**src/rtl/core/srfp_pkg.sv**
```systemverilog
package srfp_pkg;

  localparam int FrameLength  = 10;
  localparam int PosW         = $clog2(FrameLength);
  localparam int PayloadBytes = FrameLength - 4;
  localparam int SlotW        = $clog2(PayloadBytes);

  typedef logic [PosW-1:0]  pos_t;
  typedef logic [SlotW-1:0] slot_t;

  // Positions within a frame.
  localparam pos_t PosHeadFirst    = PosW'(0);
  localparam pos_t PosHeadSecond   = PosW'(1);
  localparam pos_t PosPayloadFirst = PosW'(2);
  localparam pos_t PosPayloadLast  = PosW'(FrameLength - 3);
  localparam pos_t PosCheck        = PosW'(FrameLength - 2);
  localparam pos_t PosTail         = PosW'(FrameLength - 1);

  localparam logic [7:0] HeadFirst   = 8'hA5;
  localparam logic [7:0] HeadSecond  = 8'h5A;
  localparam logic [7:0] FrameTail   = 8'h0D;
  localparam logic [7:0] EncoderCode = 8'h07;
  localparam logic [7:0] ReplyBit    = 8'h80;
  localparam logic [7:0] EncoderCmd  = EncoderCode | ReplyBit;

  localparam logic ReplyEncoder = 1'b0;
  localparam logic ReplyAck     = 1'b1;

  // Offsets of the fields inside the payload store (frame byte minus two).
  localparam slot_t SlotCommand  = SlotW'(0);
  localparam slot_t SlotSequence = SlotW'(1);
  localparam slot_t SlotLeftLo   = SlotW'(2);
  localparam slot_t SlotLeftHi   = SlotW'(3);
  localparam slot_t SlotRightLo  = SlotW'(4);
  localparam slot_t SlotRightHi  = SlotW'(5);
  localparam slot_t SlotStatus   = SlotW'(2);

  typedef struct packed {
    logic       valid;
    logic [7:0] data;
  } stage_t;

  typedef struct packed {
    logic               kind;
    logic signed [15:0] left_mm;
    logic signed [15:0] right_mm;
    logic [7:0]         command;
    logic [7:0]         sequence_nr;
    logic [7:0]         status;
  } reply_t;

endpackage

```
**src/rtl/core/serial_reply_frame_parser.sv**
```systemverilog
// Reply path: a frame's tail byte is held in the byte register, and its reply is then
// registered in the result register; a stalled, full result register holds the byte register.
// Throughput: one byte per cycle; the byte register and the result register keep
// the link moving while a finished reply waits, and only a stalled, full result
// register holds off further bytes.
// Reset: asynchronous, active low; clears the frame position and both valid flags,
// so the parser starts hunting for a head byte.
module serial_reply_frame_parser
  import srfp_pkg::*;
(
  input  logic               clk_i,
  input  logic               rst_ni,
  input  logic               in_valid_i,
  output logic               in_stall_o,
  input  logic [7:0]         rx_byte_i,
  output logic               out_valid_o,
  input  logic               out_stall_i,
  output logic               reply_kind_o,
  output logic signed [15:0] left_distance_mm_o,
  output logic signed [15:0] right_distance_mm_o,
  output logic [7:0]         ack_command_o,
  output logic [7:0]         ack_sequence_o,
  output logic [7:0]         ack_status_o
);

  stage_t stage;
  logic   advance;
  logic   produce;
  reply_t reply_next;
  reply_t reply;

  srfp_in_stage u_in_stage (
    .clk_i      (clk_i),
    .rst_ni     (rst_ni),
    .in_valid_i (in_valid_i),
    .in_stall_o (in_stall_o),
    .rx_byte_i  (rx_byte_i),
    .advance_i  (advance),
    .stage_o    (stage)
  );

  srfp_frame_track u_frame_track (
    .clk_i     (clk_i),
    .rst_ni    (rst_ni),
    .stage_i   (stage),
    .advance_i (advance),
    .produce_o (produce),
    .reply_o   (reply_next)
  );

  srfp_out_stage u_out_stage (
    .clk_i       (clk_i),
    .rst_ni      (rst_ni),
    .produce_i   (produce),
    .reply_i     (reply_next),
    .out_stall_i (out_stall_i),
    .out_valid_o (out_valid_o),
    .advance_o   (advance),
    .reply_o     (reply)
  );

  assign reply_kind_o        = reply.kind;
  assign left_distance_mm_o  = reply.left_mm;
  assign right_distance_mm_o = reply.right_mm;
  assign ack_command_o       = reply.command;
  assign ack_sequence_o      = reply.sequence_nr;
  assign ack_status_o        = reply.status;

  a_stall_only_when_blocked: assert property (@(posedge clk_i) disable iff (!rst_ni)
    in_stall_o |-> (out_valid_o && out_stall_i))
    else $error("input stalled while the result side was free");

  a_reply_fields_clean: assert property (@(posedge clk_i) disable iff (!rst_ni)
    (out_valid_o && reply_kind_o == ReplyAck) |->
      (left_distance_mm_o == '0 && right_distance_mm_o == '0))
    else $error("acknowledge carries distance data");

endmodule

```
**src/rtl/core/srfp_in_stage.sv**
```systemverilog
module srfp_in_stage
  import srfp_pkg::*;
(
  input  logic       clk_i,
  input  logic       rst_ni,
  input  logic       in_valid_i,
  output logic       in_stall_o,
  input  logic [7:0] rx_byte_i,
  input  logic       advance_i,
  output stage_t     stage_o
);

  logic       valid_q;
  logic [7:0] data_q;
  logic       accept;

  // The held byte only blocks a new request when the parser cannot take it.
  assign in_stall_o = valid_q && !advance_i;
  assign accept     = in_valid_i && !in_stall_o;

  always_ff @(posedge clk_i or negedge rst_ni) begin
    if (!rst_ni) begin
      valid_q <= 1'b0;
    end else if (accept) begin
      valid_q <= 1'b1;
    end else if (advance_i) begin
      valid_q <= 1'b0;
    end
  end

  always_ff @(posedge clk_i) begin
    if (accept) begin
      data_q <= rx_byte_i;
    end
  end

  assign stage_o.valid = valid_q;
  assign stage_o.data  = data_q;

endmodule

```
**src/rtl/core/srfp_frame_track.sv**
```systemverilog
module srfp_frame_track
  import srfp_pkg::*;
(
  input  logic   clk_i,
  input  logic   rst_ni,
  input  stage_t stage_i,
  input  logic   advance_i,
  output logic   produce_o,
  output reply_t reply_o
);

  pos_t       pos_q, pos_d, pos;
  logic [7:0] xor_q, xor_d;
  logic       sum_ok_q, sum_ok_d;
  logic [7:0] store_q [PayloadBytes];
  logic       take;
  logic       wr_en;
  slot_t      slot;
  logic [7:0] b;

  assign take = stage_i.valid && advance_i;
  assign b    = stage_i.data;

  always_comb begin
    pos       = (pos_q >= PosW'(FrameLength)) ? PosHeadFirst : pos_q;
    pos_d     = pos_q;
    xor_d     = xor_q;
    sum_ok_d  = sum_ok_q;
    wr_en     = 1'b0;
    produce_o = 1'b0;
    if (take) begin
      case (pos) inside
        PosHeadFirst: begin
          pos_d = (b == HeadFirst) ? PosHeadSecond : PosHeadFirst;
          xor_d = b;
        end
        PosHeadSecond: begin
          if (b == HeadSecond) begin
            pos_d = PosPayloadFirst;
            xor_d = xor_q ^ b;
          end else begin
            // A repeated first head byte restarts the frame in place.
            pos_d = (b == HeadFirst) ? PosHeadSecond : PosHeadFirst;
            xor_d = b;
          end
        end
        [PosPayloadFirst:PosPayloadLast]: begin
          pos_d = pos + PosW'(1);
          xor_d = xor_q ^ b;
          wr_en = 1'b1;
        end
        PosCheck: begin
          sum_ok_d = (b == xor_q);
          pos_d    = PosTail;
        end
        PosTail: begin
          pos_d     = PosHeadFirst;
          produce_o = (b == FrameTail) && sum_ok_q;
        end
        default: begin
          pos_d = PosHeadFirst;
        end
      endcase
    end
  end

  assign slot = SlotW'(pos - PosPayloadFirst);

  always_ff @(posedge clk_i or negedge rst_ni) begin
    if (!rst_ni) begin
      pos_q <= PosHeadFirst;
    end else begin
      pos_q <= pos_d;
    end
  end

  always_ff @(posedge clk_i) begin
    xor_q    <= xor_d;
    sum_ok_q <= sum_ok_d;
    if (wr_en) begin
      store_q[slot] <= b;
    end
  end

  always_comb begin
    reply_o = '0;
    if (store_q[SlotCommand] == EncoderCmd) begin
      reply_o.kind     = ReplyEncoder;
      reply_o.left_mm  = {store_q[SlotLeftHi], store_q[SlotLeftLo]};
      reply_o.right_mm = {store_q[SlotRightHi], store_q[SlotRightLo]};
    end else begin
      reply_o.kind        = ReplyAck;
      reply_o.command     = store_q[SlotCommand];
      reply_o.sequence_nr = store_q[SlotSequence];
      reply_o.status      = store_q[SlotStatus];
    end
  end

  a_pos_in_range: assert property (@(posedge clk_i) disable iff (!rst_ni)
    pos_q < PosW'(FrameLength))
    else $error("frame position left the frame");

  a_produce_at_tail: assert property (@(posedge clk_i) disable iff (!rst_ni)
    produce_o |-> (pos_q == PosTail) && take)
    else $error("reply produced away from the tail byte");

  a_tail_returns_home: assert property (@(posedge clk_i) disable iff (!rst_ni)
    (take && pos_q == PosTail) |=> (pos_q == PosHeadFirst))
    else $error("position did not wrap after the tail byte");

endmodule

```
**src/rtl/core/srfp_out_stage.sv**
```systemverilog
module srfp_out_stage
  import srfp_pkg::*;
(
  input  logic   clk_i,
  input  logic   rst_ni,
  input  logic   produce_i,
  input  reply_t reply_i,
  input  logic   out_stall_i,
  output logic   out_valid_o,
  output logic   advance_o,
  output reply_t reply_o
);

  logic   valid_q;
  reply_t reply_q;

  // The parser may move on whenever the result register is free or draining.
  assign advance_o = !valid_q || !out_stall_i;

  always_ff @(posedge clk_i or negedge rst_ni) begin
    if (!rst_ni) begin
      valid_q <= 1'b0;
    end else if (produce_i) begin
      valid_q <= 1'b1;
    end else if (!out_stall_i) begin
      valid_q <= 1'b0;
    end
  end

  always_ff @(posedge clk_i) begin
    if (produce_i) begin
      reply_q <= reply_i;
    end
  end

  assign out_valid_o = valid_q;
  assign reply_o     = reply_q;

  a_no_overwrite: assert property (@(posedge clk_i) disable iff (!rst_ni)
    produce_i |-> advance_o)
    else $error("result register overwritten while stalled");

endmodule

```
**config.mk**
```make
export PLATFORM = sky130hd
export DESIGN_NAME = serial_reply_frame_parser
export DESIGN_NICKNAME = d
export VERILOG_FILES = /design/src/rtl/core/srfp_pkg.sv /design/src/rtl/core/serial_reply_frame_parser.sv /design/src/rtl/core/srfp_in_stage.sv /design/src/rtl/core/srfp_frame_track.sv /design/src/rtl/core/srfp_out_stage.sv
export SDC_FILE = /design/constraint.sdc
export NUM_CORES = 1
export LEC_CHECK = 0
export BUFFER_PORTS_ARGS = -buffer_cell sky130_fd_sc_hd__buf_2
export CELL_PAD_IN_SITES_DETAIL_PLACEMENT = 1
export CELL_PAD_IN_SITES_GLOBAL_PLACEMENT = 1
export CORE_MARGIN = 4
export CORE_UTILIZATION = 47
export CTS_CLUSTER_DIAMETER = 80
export DETAILED_ROUTE_END_ITERATION = 16
export GPL_TIMING_DRIVEN = 0
export HOLD_SLACK_MARGIN = 0.12
export PLACE_DENSITY = 0.87
export SLEW_MARGIN = 20
export SYNTH_ARGS = -nofsm -noshare
export SYNTH_HDL_FRONTEND = slang
export SYNTH_HIERARCHICAL = 1
export SYNTH_SLANG_ARGS = --single-unit
```
**constraint.sdc**
```tcl
create_clock -name clk_i -period 9.7 [get_ports clk_i]
set_clock_uncertainty 0.2 [all_clocks]
set_input_delay 0.97 -clock clk_i [delete_from_list [all_inputs] [get_ports clk_i]]
set_output_delay 0.97 -clock clk_i [all_outputs]
set_load 0.05 [all_outputs]
```
==> After elaboration in Yosys (flattened, before gate mapping) <==
Memory sizes are Yosys's and may differ from the RTL's. A register that Yosys moved wholly into a read port is not among the register bits.
Cells that the tools add are included.
{ "totals": {"register_bits": 56, "mem_bits_rw": 48, "inputBits": 12, "output_inout_bits": 59, "word_cells": 75, "mem_count": 1} }
{ "op_classes": {"add_sub_neg": 2, "order_cmp": 3, "n_eq_ne": 9, "n_mux": 28, "bitwise": 4, "reduce_logical": 18} }
{ "mem_list": {"columns": ["memory", "words", "word_bits", "read_ports", "rd_ports_with_merged_regs", "wr", "line", "source"], "rows": [
  ["u_frame_track.store_q", 6, 8, 6, 4, 1, "srfp_frame_track.sv:15", "logic [7:0] store_q [PayloadBytes];"]
]} }
{ "op_table": {"columns": ["cell", "n"], "rows": [
  ["2-to-1 mux 8 bit", 4],
  ["2-to-1 mux 4 bit", 6],
  ["2-to-1 mux 1 bit", 18],
  ["== test 8 bit, second input constant", 2],
  ["== test 4 bit, second input constant", 2],
  ["== test 8 x 4 -> 1 bit, second input constant", 1],
  ["== test 8 x 7 -> 1 bit, second input constant", 1],
  ["== test 8 bit", 1],
  ["bitwise XOR 8 bit", 1],
  ["logical NOT 1 bit", 7],
  ["logical AND 1 bit", 5],
  ["AND reduction 5 bit", 1],
  ["adder 4 x 1 -> 4 bit, second input constant", 1],
  ["== test 4 x 1 -> 1 bit, second input constant", 1],
  [">= comparator 4 x 2 -> 1 bit, second input constant", 1],
  [">= comparator 4 bit, second input constant", 1],
  ["less-or-equal comparator 4 x 3 -> 1 bit, second input constant", 1],
  ["logical NOT 4 bit", 1],
  ["NOT 1 bit", 3],
  ["nonzero test 3 bit", 1],
  ["subtractor 3 x 2 -> 3 bit, second input constant", 1],
  ["!= test 2 x 1 -> 1 bit, second input constant", 1],
  ["AND reduction 2 bit", 1],
  ["nonzero test 2 bit", 1],
  ["logical OR 1 bit", 1]
]} }

==> Logic depth before layout (Yosys ltp) <==
{ "logic_depth": {"word_depth": 10, "depth_mapped": 9, "depth_no_buf": 8} }

==> Hierarchy <==
The synthesis kept the hierarchy.
{ "modules_own_cells": {"columns": ["mod", "instances", "cells_per_inst", "area_per_inst_um2", "seq_area_each_um2"], "rows": [
  ["srfp_frame_track", 1, 216, 2825.2, 1811.7],
  ["srfp_out_stage", 1, 60, 1747.9, 1736.7],
  ["srfp_in_stage", 1, 14, 305.3, 265.3]
]} }

==> Least setup slack after synthesis <==
No wires, ideal clock.
{ "synth_path": {"path_kind": "in2reg", "from": "input out_stall_i", "to": "register, netlist name u_out_stage/reply_o[0]", "setup_time_ps": 617, "arrival_time_ps": 7195, "required_time_ps": 8883, "path_slack_ps": 1688, "stages": 4, "path_buffers": 0, "cell_sequence": "nand2_1 nand2_2 or4_1 nor4_1"} }
{ "synth_between": {"elab_chain_len": 4} }
{ "synth_lines": {"columns": ["element", "line", "source"], "rows": [
  ["start, declared", "serial_reply_frame_parser.sv:17", "input logic out_stall_i,"],
  ["logical NOT 1 bit", "srfp_out_stage.sv:18", "assign advance_o = !valid_q || !out_stall_i;"],
  ["logical OR 1 bit", "srfp_out_stage.sv:18", null],
  ["logical AND 1 bit", "srfp_frame_track.sv:21", "assign take = stage_i.valid && advance_i;"],
  ["2-to-1 mux 1 bit", "srfp_frame_track.sv:31", "if (take) begin"],
  ["via produce", "serial_reply_frame_parser.sv:28", "logic produce;"]
]} }
The timed path passes the listed nets, and every way through them passes these cells.
A chain may end at the register's enable or synchronous reset.

==> Worst setup path after layout <==
{ "layout_path": {"from": "register u_frame_track.pos_q[2]", "to": "register, netlist name u_out_stage/reply_o[32]"} }
{ "layout_between": {"elab_chain_len": 9, "elab_cells_between_ends": 15, "cone_classes": "order compare: 3; eq/ne: 3; mux: 7; reduce/logical: 2"} }
{ "layout_lines": {"columns": ["element", "line", "source"], "rows": [
  ["start, declared", "srfp_frame_track.sv:12", "pos_t pos_q, pos_d, pos;"],
  ["start signal, assigned", "srfp_frame_track.sv:71", "pos_q <= PosHeadFirst;"],
  ["start signal, assigned", "srfp_frame_track.sv:73", "pos_q <= pos_d;"],
  [">= comparator 4 bit", "srfp_frame_track.sv:25", "pos = (pos_q >= PosW'(FrameLength)) ? PosHeadFirst : pos_q;"],
  ["2-to-1 mux 4 bit (*)", "srfp_frame_track.sv:25", null],
  ["== test 4 bit (no line)", null, null],
  ["2-to-1 mux 1 bit (4 in series)", "srfp_frame_track.sv:32", "case (pos) inside"],
  ["2-to-1 mux 1 bit (*)", "srfp_frame_track.sv:32", null],
  ["2-to-1 mux 1 bit (*)", "srfp_frame_track.sv:31", null],
  ["via produce", "serial_reply_frame_parser.sv:28", null]
]} }
Mark *: on every way through the listed nets, which the timed path passes. The rest lies on a longest branch.

==> flow_summary.yaml <==
sta:
  tns_ns: 0
  maxSlewViolCount: 0
  relSlewSlack: 0.320
  worst_slack_ns: 5.85
  finalHoldViolations: 0
  period_needed_ns: 3.85
  holdWs_ns: 0.306
  post-route-period-util: 0.397
  worstMarginPinSlew_ns: 1.01
  fmax_mhz: 260
  setup_viol: 0
  grt_setup_unrepaired: "no"
yosys:
  synth.distinct_cells: 39
  ys_seq_area_frac: 0.782
  netlist_instances: 290
  synth_area_per_cell_um2: 16.8
  synth_area_mm2: 0.00488
  synth_area_leaders: "edfxtp_1, and2_1, dfrtp_1, nor2b_1, xnor2_1"
  synth-edff-count: 122
  ys_async_sr_fraction: 0.0469
  synth_warnings: 6
  syn-num-nets: 306
  yosys.area.top_type: "edfxtp_1"
  synth_top_area_frac: 0.751
  ys_ff_latch: 128
  ys.flop_type: "edfxtp_1"
route:
  vias_per_cell: 5.20
  antenna_left: 0
  route.met2.wl_um: 6160
  wire_per_inst_um: 20.9
  wl_met1_um: 4140
  drtIter0Drc: 218
  first_pass_iters: 4
  dr.max_layer_used: "met4"
  route.detailed.drc: 0
  wl_um: 11200
  dr_total_vias: 2785
  met3_length_um: 587
critical_path:
  crit_required_ns: 9.71
  worstSetupEndpoint: "u_out_stage/reply_o[32]"
  critPathKind: "register to register"
  rr_worst_depth: 11
  timing.rr.end: "u_out_stage/reply_o[32]"
  crit_path_end_kind: "register"
  rr_startpoint: "u_frame_track/pos_q[2]"
  cp-start-kind: "register"
  worstPathArrival_ns: 3.87
  crit_fanout: 9
  rrSetupSlack_ns: 5.85
  cp-startpoint: "u_frame_track/pos_q[2]"
power:
  p_seq_frac: 0.465
  powerDensity_mw_per_mm2: 219
  peakVddDrop_v: 0.000101
  p_leak_nw: 2.43
  p_clk_frac: 0.522
  switching_share: 0.188
  p_sw_mw: 0.252
  internal_power_mw: 1.09
  p_comb_frac: 0.013
layout:
  multi_input_area_mm2: 0.00101
  final_core_utilization: 0.617
  num-fill-cells: 945
  drive_gt1_frac: 0.315
  regArea_mm2: 0.00381
  area_delta_synth_final_pct: 25.9
  nets: 406
  diodes: 0
global_route:
  grt_pass1_vias: 3149
  grt_antenna_before_repair: 0
  grt_start_max_net_pins: 17
  track_usage: 0.202
  grt_pass1_wl_um: 17100
  overflow: 0
clock_tree:
  clk_pin_slew_ns: 0.06
  cts_sinks: 128
  insertion_delay_ns: 0.51
  postCtsSetupBuffers: 0
  cts_tree: "done"
  cts_buffers: 17
  htreeDepth: 4
  clockBufferDepth: 2
  root_buffer: "clkbuf_8"
placement:
  dp_slack_ns: 5.39
  dpl.hpwl_um: 7710
  gp_congestion: 0.817
  port_buffers: 70
floorplan:
  fp.dieH_um: 110
  die_width_um: 110
  initial_core_util: 0.490
  core_mm2: 0.00995
  ios: 71
  num_rows: 36
  die_area_mm2: 0.0121
status:
  status: "complete, no violations"
flow_run:
  drv_cap: 0
worst_hold_path:
  hp-start: "u_out_stage/out_valid_o"
  min_path_type: "register to register"
-- cell families (layout without fill, tap and decap cells) --
kind of cell,Yosys count,in the layout,share of synthesized area
fa+ha+maj,4,4,0.0103
buf+inv,19,132,0.0167
compound gates,24,24,0.0374
flops,128,128,0.782
xor+xnor,12,12,0.0215
simple gates,103,103,0.132
-- stage by stage --
step | instance area, µm² | cells | total power [mW]
after global routing | 6140 | 536 | 1.38
after floorplan | 4880 | 290 | 0.639
after detailed placement | 5480 | 503 | 0.652
after global placement | 5400 | 493 | 0.649
final | 6140 | 536 | 1.34
after CTS | 6140 | 536 | 1.36
-- cell usage after synthesis (2+ instances only) --
cell type	instances
buf_4	2
nor4_1	5
a21oi_1	3
ha_1	4
and2_1	34
nand2_1	9
dfrtp_1	6
edfxtp_1	122
nand2b_1	5
o21ai_0	5
inv_1	6
o211ai_1	4
nand3_1	4
buf_2	2
nor3_1	2
a22o_1	4
and3_1	2
a21o_1	3
clkbuf_1	9
nor2_1	5
nand4_1	2
nor2b_1	23
xnor2_1	12
or3b_1	2
-- worst max-delay path, cell delays in order, from the launching register on --
cell,delay (ns)
dfrtp_1,0.48
o21ai_0,0.26
and2_1,0.22
inv_1,0.08
ha_1,0.26
inv_1,0.13
nand3_1,0.11
nor4_2,0.67
buf_2,0.35
buf_2,0.26
buf_2,0.27
buf_2,0.25
-- cell usage in the layout (no fill, tap or decap), types with 3 or more instances in the layout --
| master | instances |
|---|---|
| a21o_1 | 3 |
| a21oi_1 | 3 |
| a22o_1 | 4 |
| and2_1 | 34 |
| buf_2 | 82 |
| bufinv_16 | 6 |
| clkbuf_1 | 12 |
| clkbuf_16 | 16 |
| clkinv_4 | 3 |
| dfrtp_1 | 6 |
| edfxtp_1 | 122 |
| ha_1 | 4 |
| inv_1 | 6 |
| nand2_1 | 9 |
| nand2b_1 | 5 |
| nand3_1 | 4 |
| nor2_1 | 5 |
| nor2b_1 | 23 |
| nor4_2 | 6 |
| o211ai_1 | 4 |
| o21ai_0 | 5 |
| xnor2_1 | 12 |
-- layout make-up --
cell class	count	share of cell area
inverter	6	0.00367
multi-input combinational	143	0.165
tap	133	0.0271
timing repair buffer	81	0.0668
sequential	128	0.621
clock inverter	12	0.0377
clock buffer	20	0.0692
buffer	13	0.00957
-- sequential cells by signal, summed over array words and instances (netlist names) --
| name | flops |
|---|---|
| u_frame_track/pos_q | 4 |
| u_frame_track/sum_ok_q | 1 |
| u_frame_track/xor_q | 8 |
| u_in_stage/data_q | 8 |
| u_frame_track/store_q | 48 |
| u_out_stage/reply_o | 57 |
| u_in_stage/valid_q | 1 |
| u_out_stage/out_valid_o | 1 |
-- what timing repair did --
item / 4_1_cts / 5_1_grt
hold buffers: 1 / 0
hold endpoints to repair: 6 / 0
gates resized for setup: 0 / 0
-- power groups by stage --
stage	Sequential, mW	Combinational, mW	Clock, mW
final	0.624	0.0175	0.701
after CTS	0.624	0.0177	0.714
after detailed placement	0.635	0.0169	0
after global placement	0.633	0.0155	0
after global routing	0.625	0.0192	0.741
after floorplan	0.627	0.0114	0
-- per-layer routing --
| layer | vias to the layer above | global-route usage |
|---|---|---|
| met1 | 1385 | 0.219 |
| met2 | 106 | 0.372 |
| met5 | - | 0 |
| li1 | 1267 | - |
| met3 | 27 | 0.0523 |
| met4 | 0 | 0.0855 |
-- worst min-delay path by stage --
stage	endpoint	slack, ns	cells after the start
detailed placement	u_out_stage/out_valid_o	0.30	1
global placement	u_out_stage/out_valid_o	0.28	1
CTS	u_out_stage/out_valid_o	0.31	1
finish	u_out_stage/out_valid_o	0.31	1
floorplan	u_out_stage/reply_o[22]	0.29	1
global route	u_out_stage/out_valid_o	0.32	1
(Power assumes the default switching activity.)
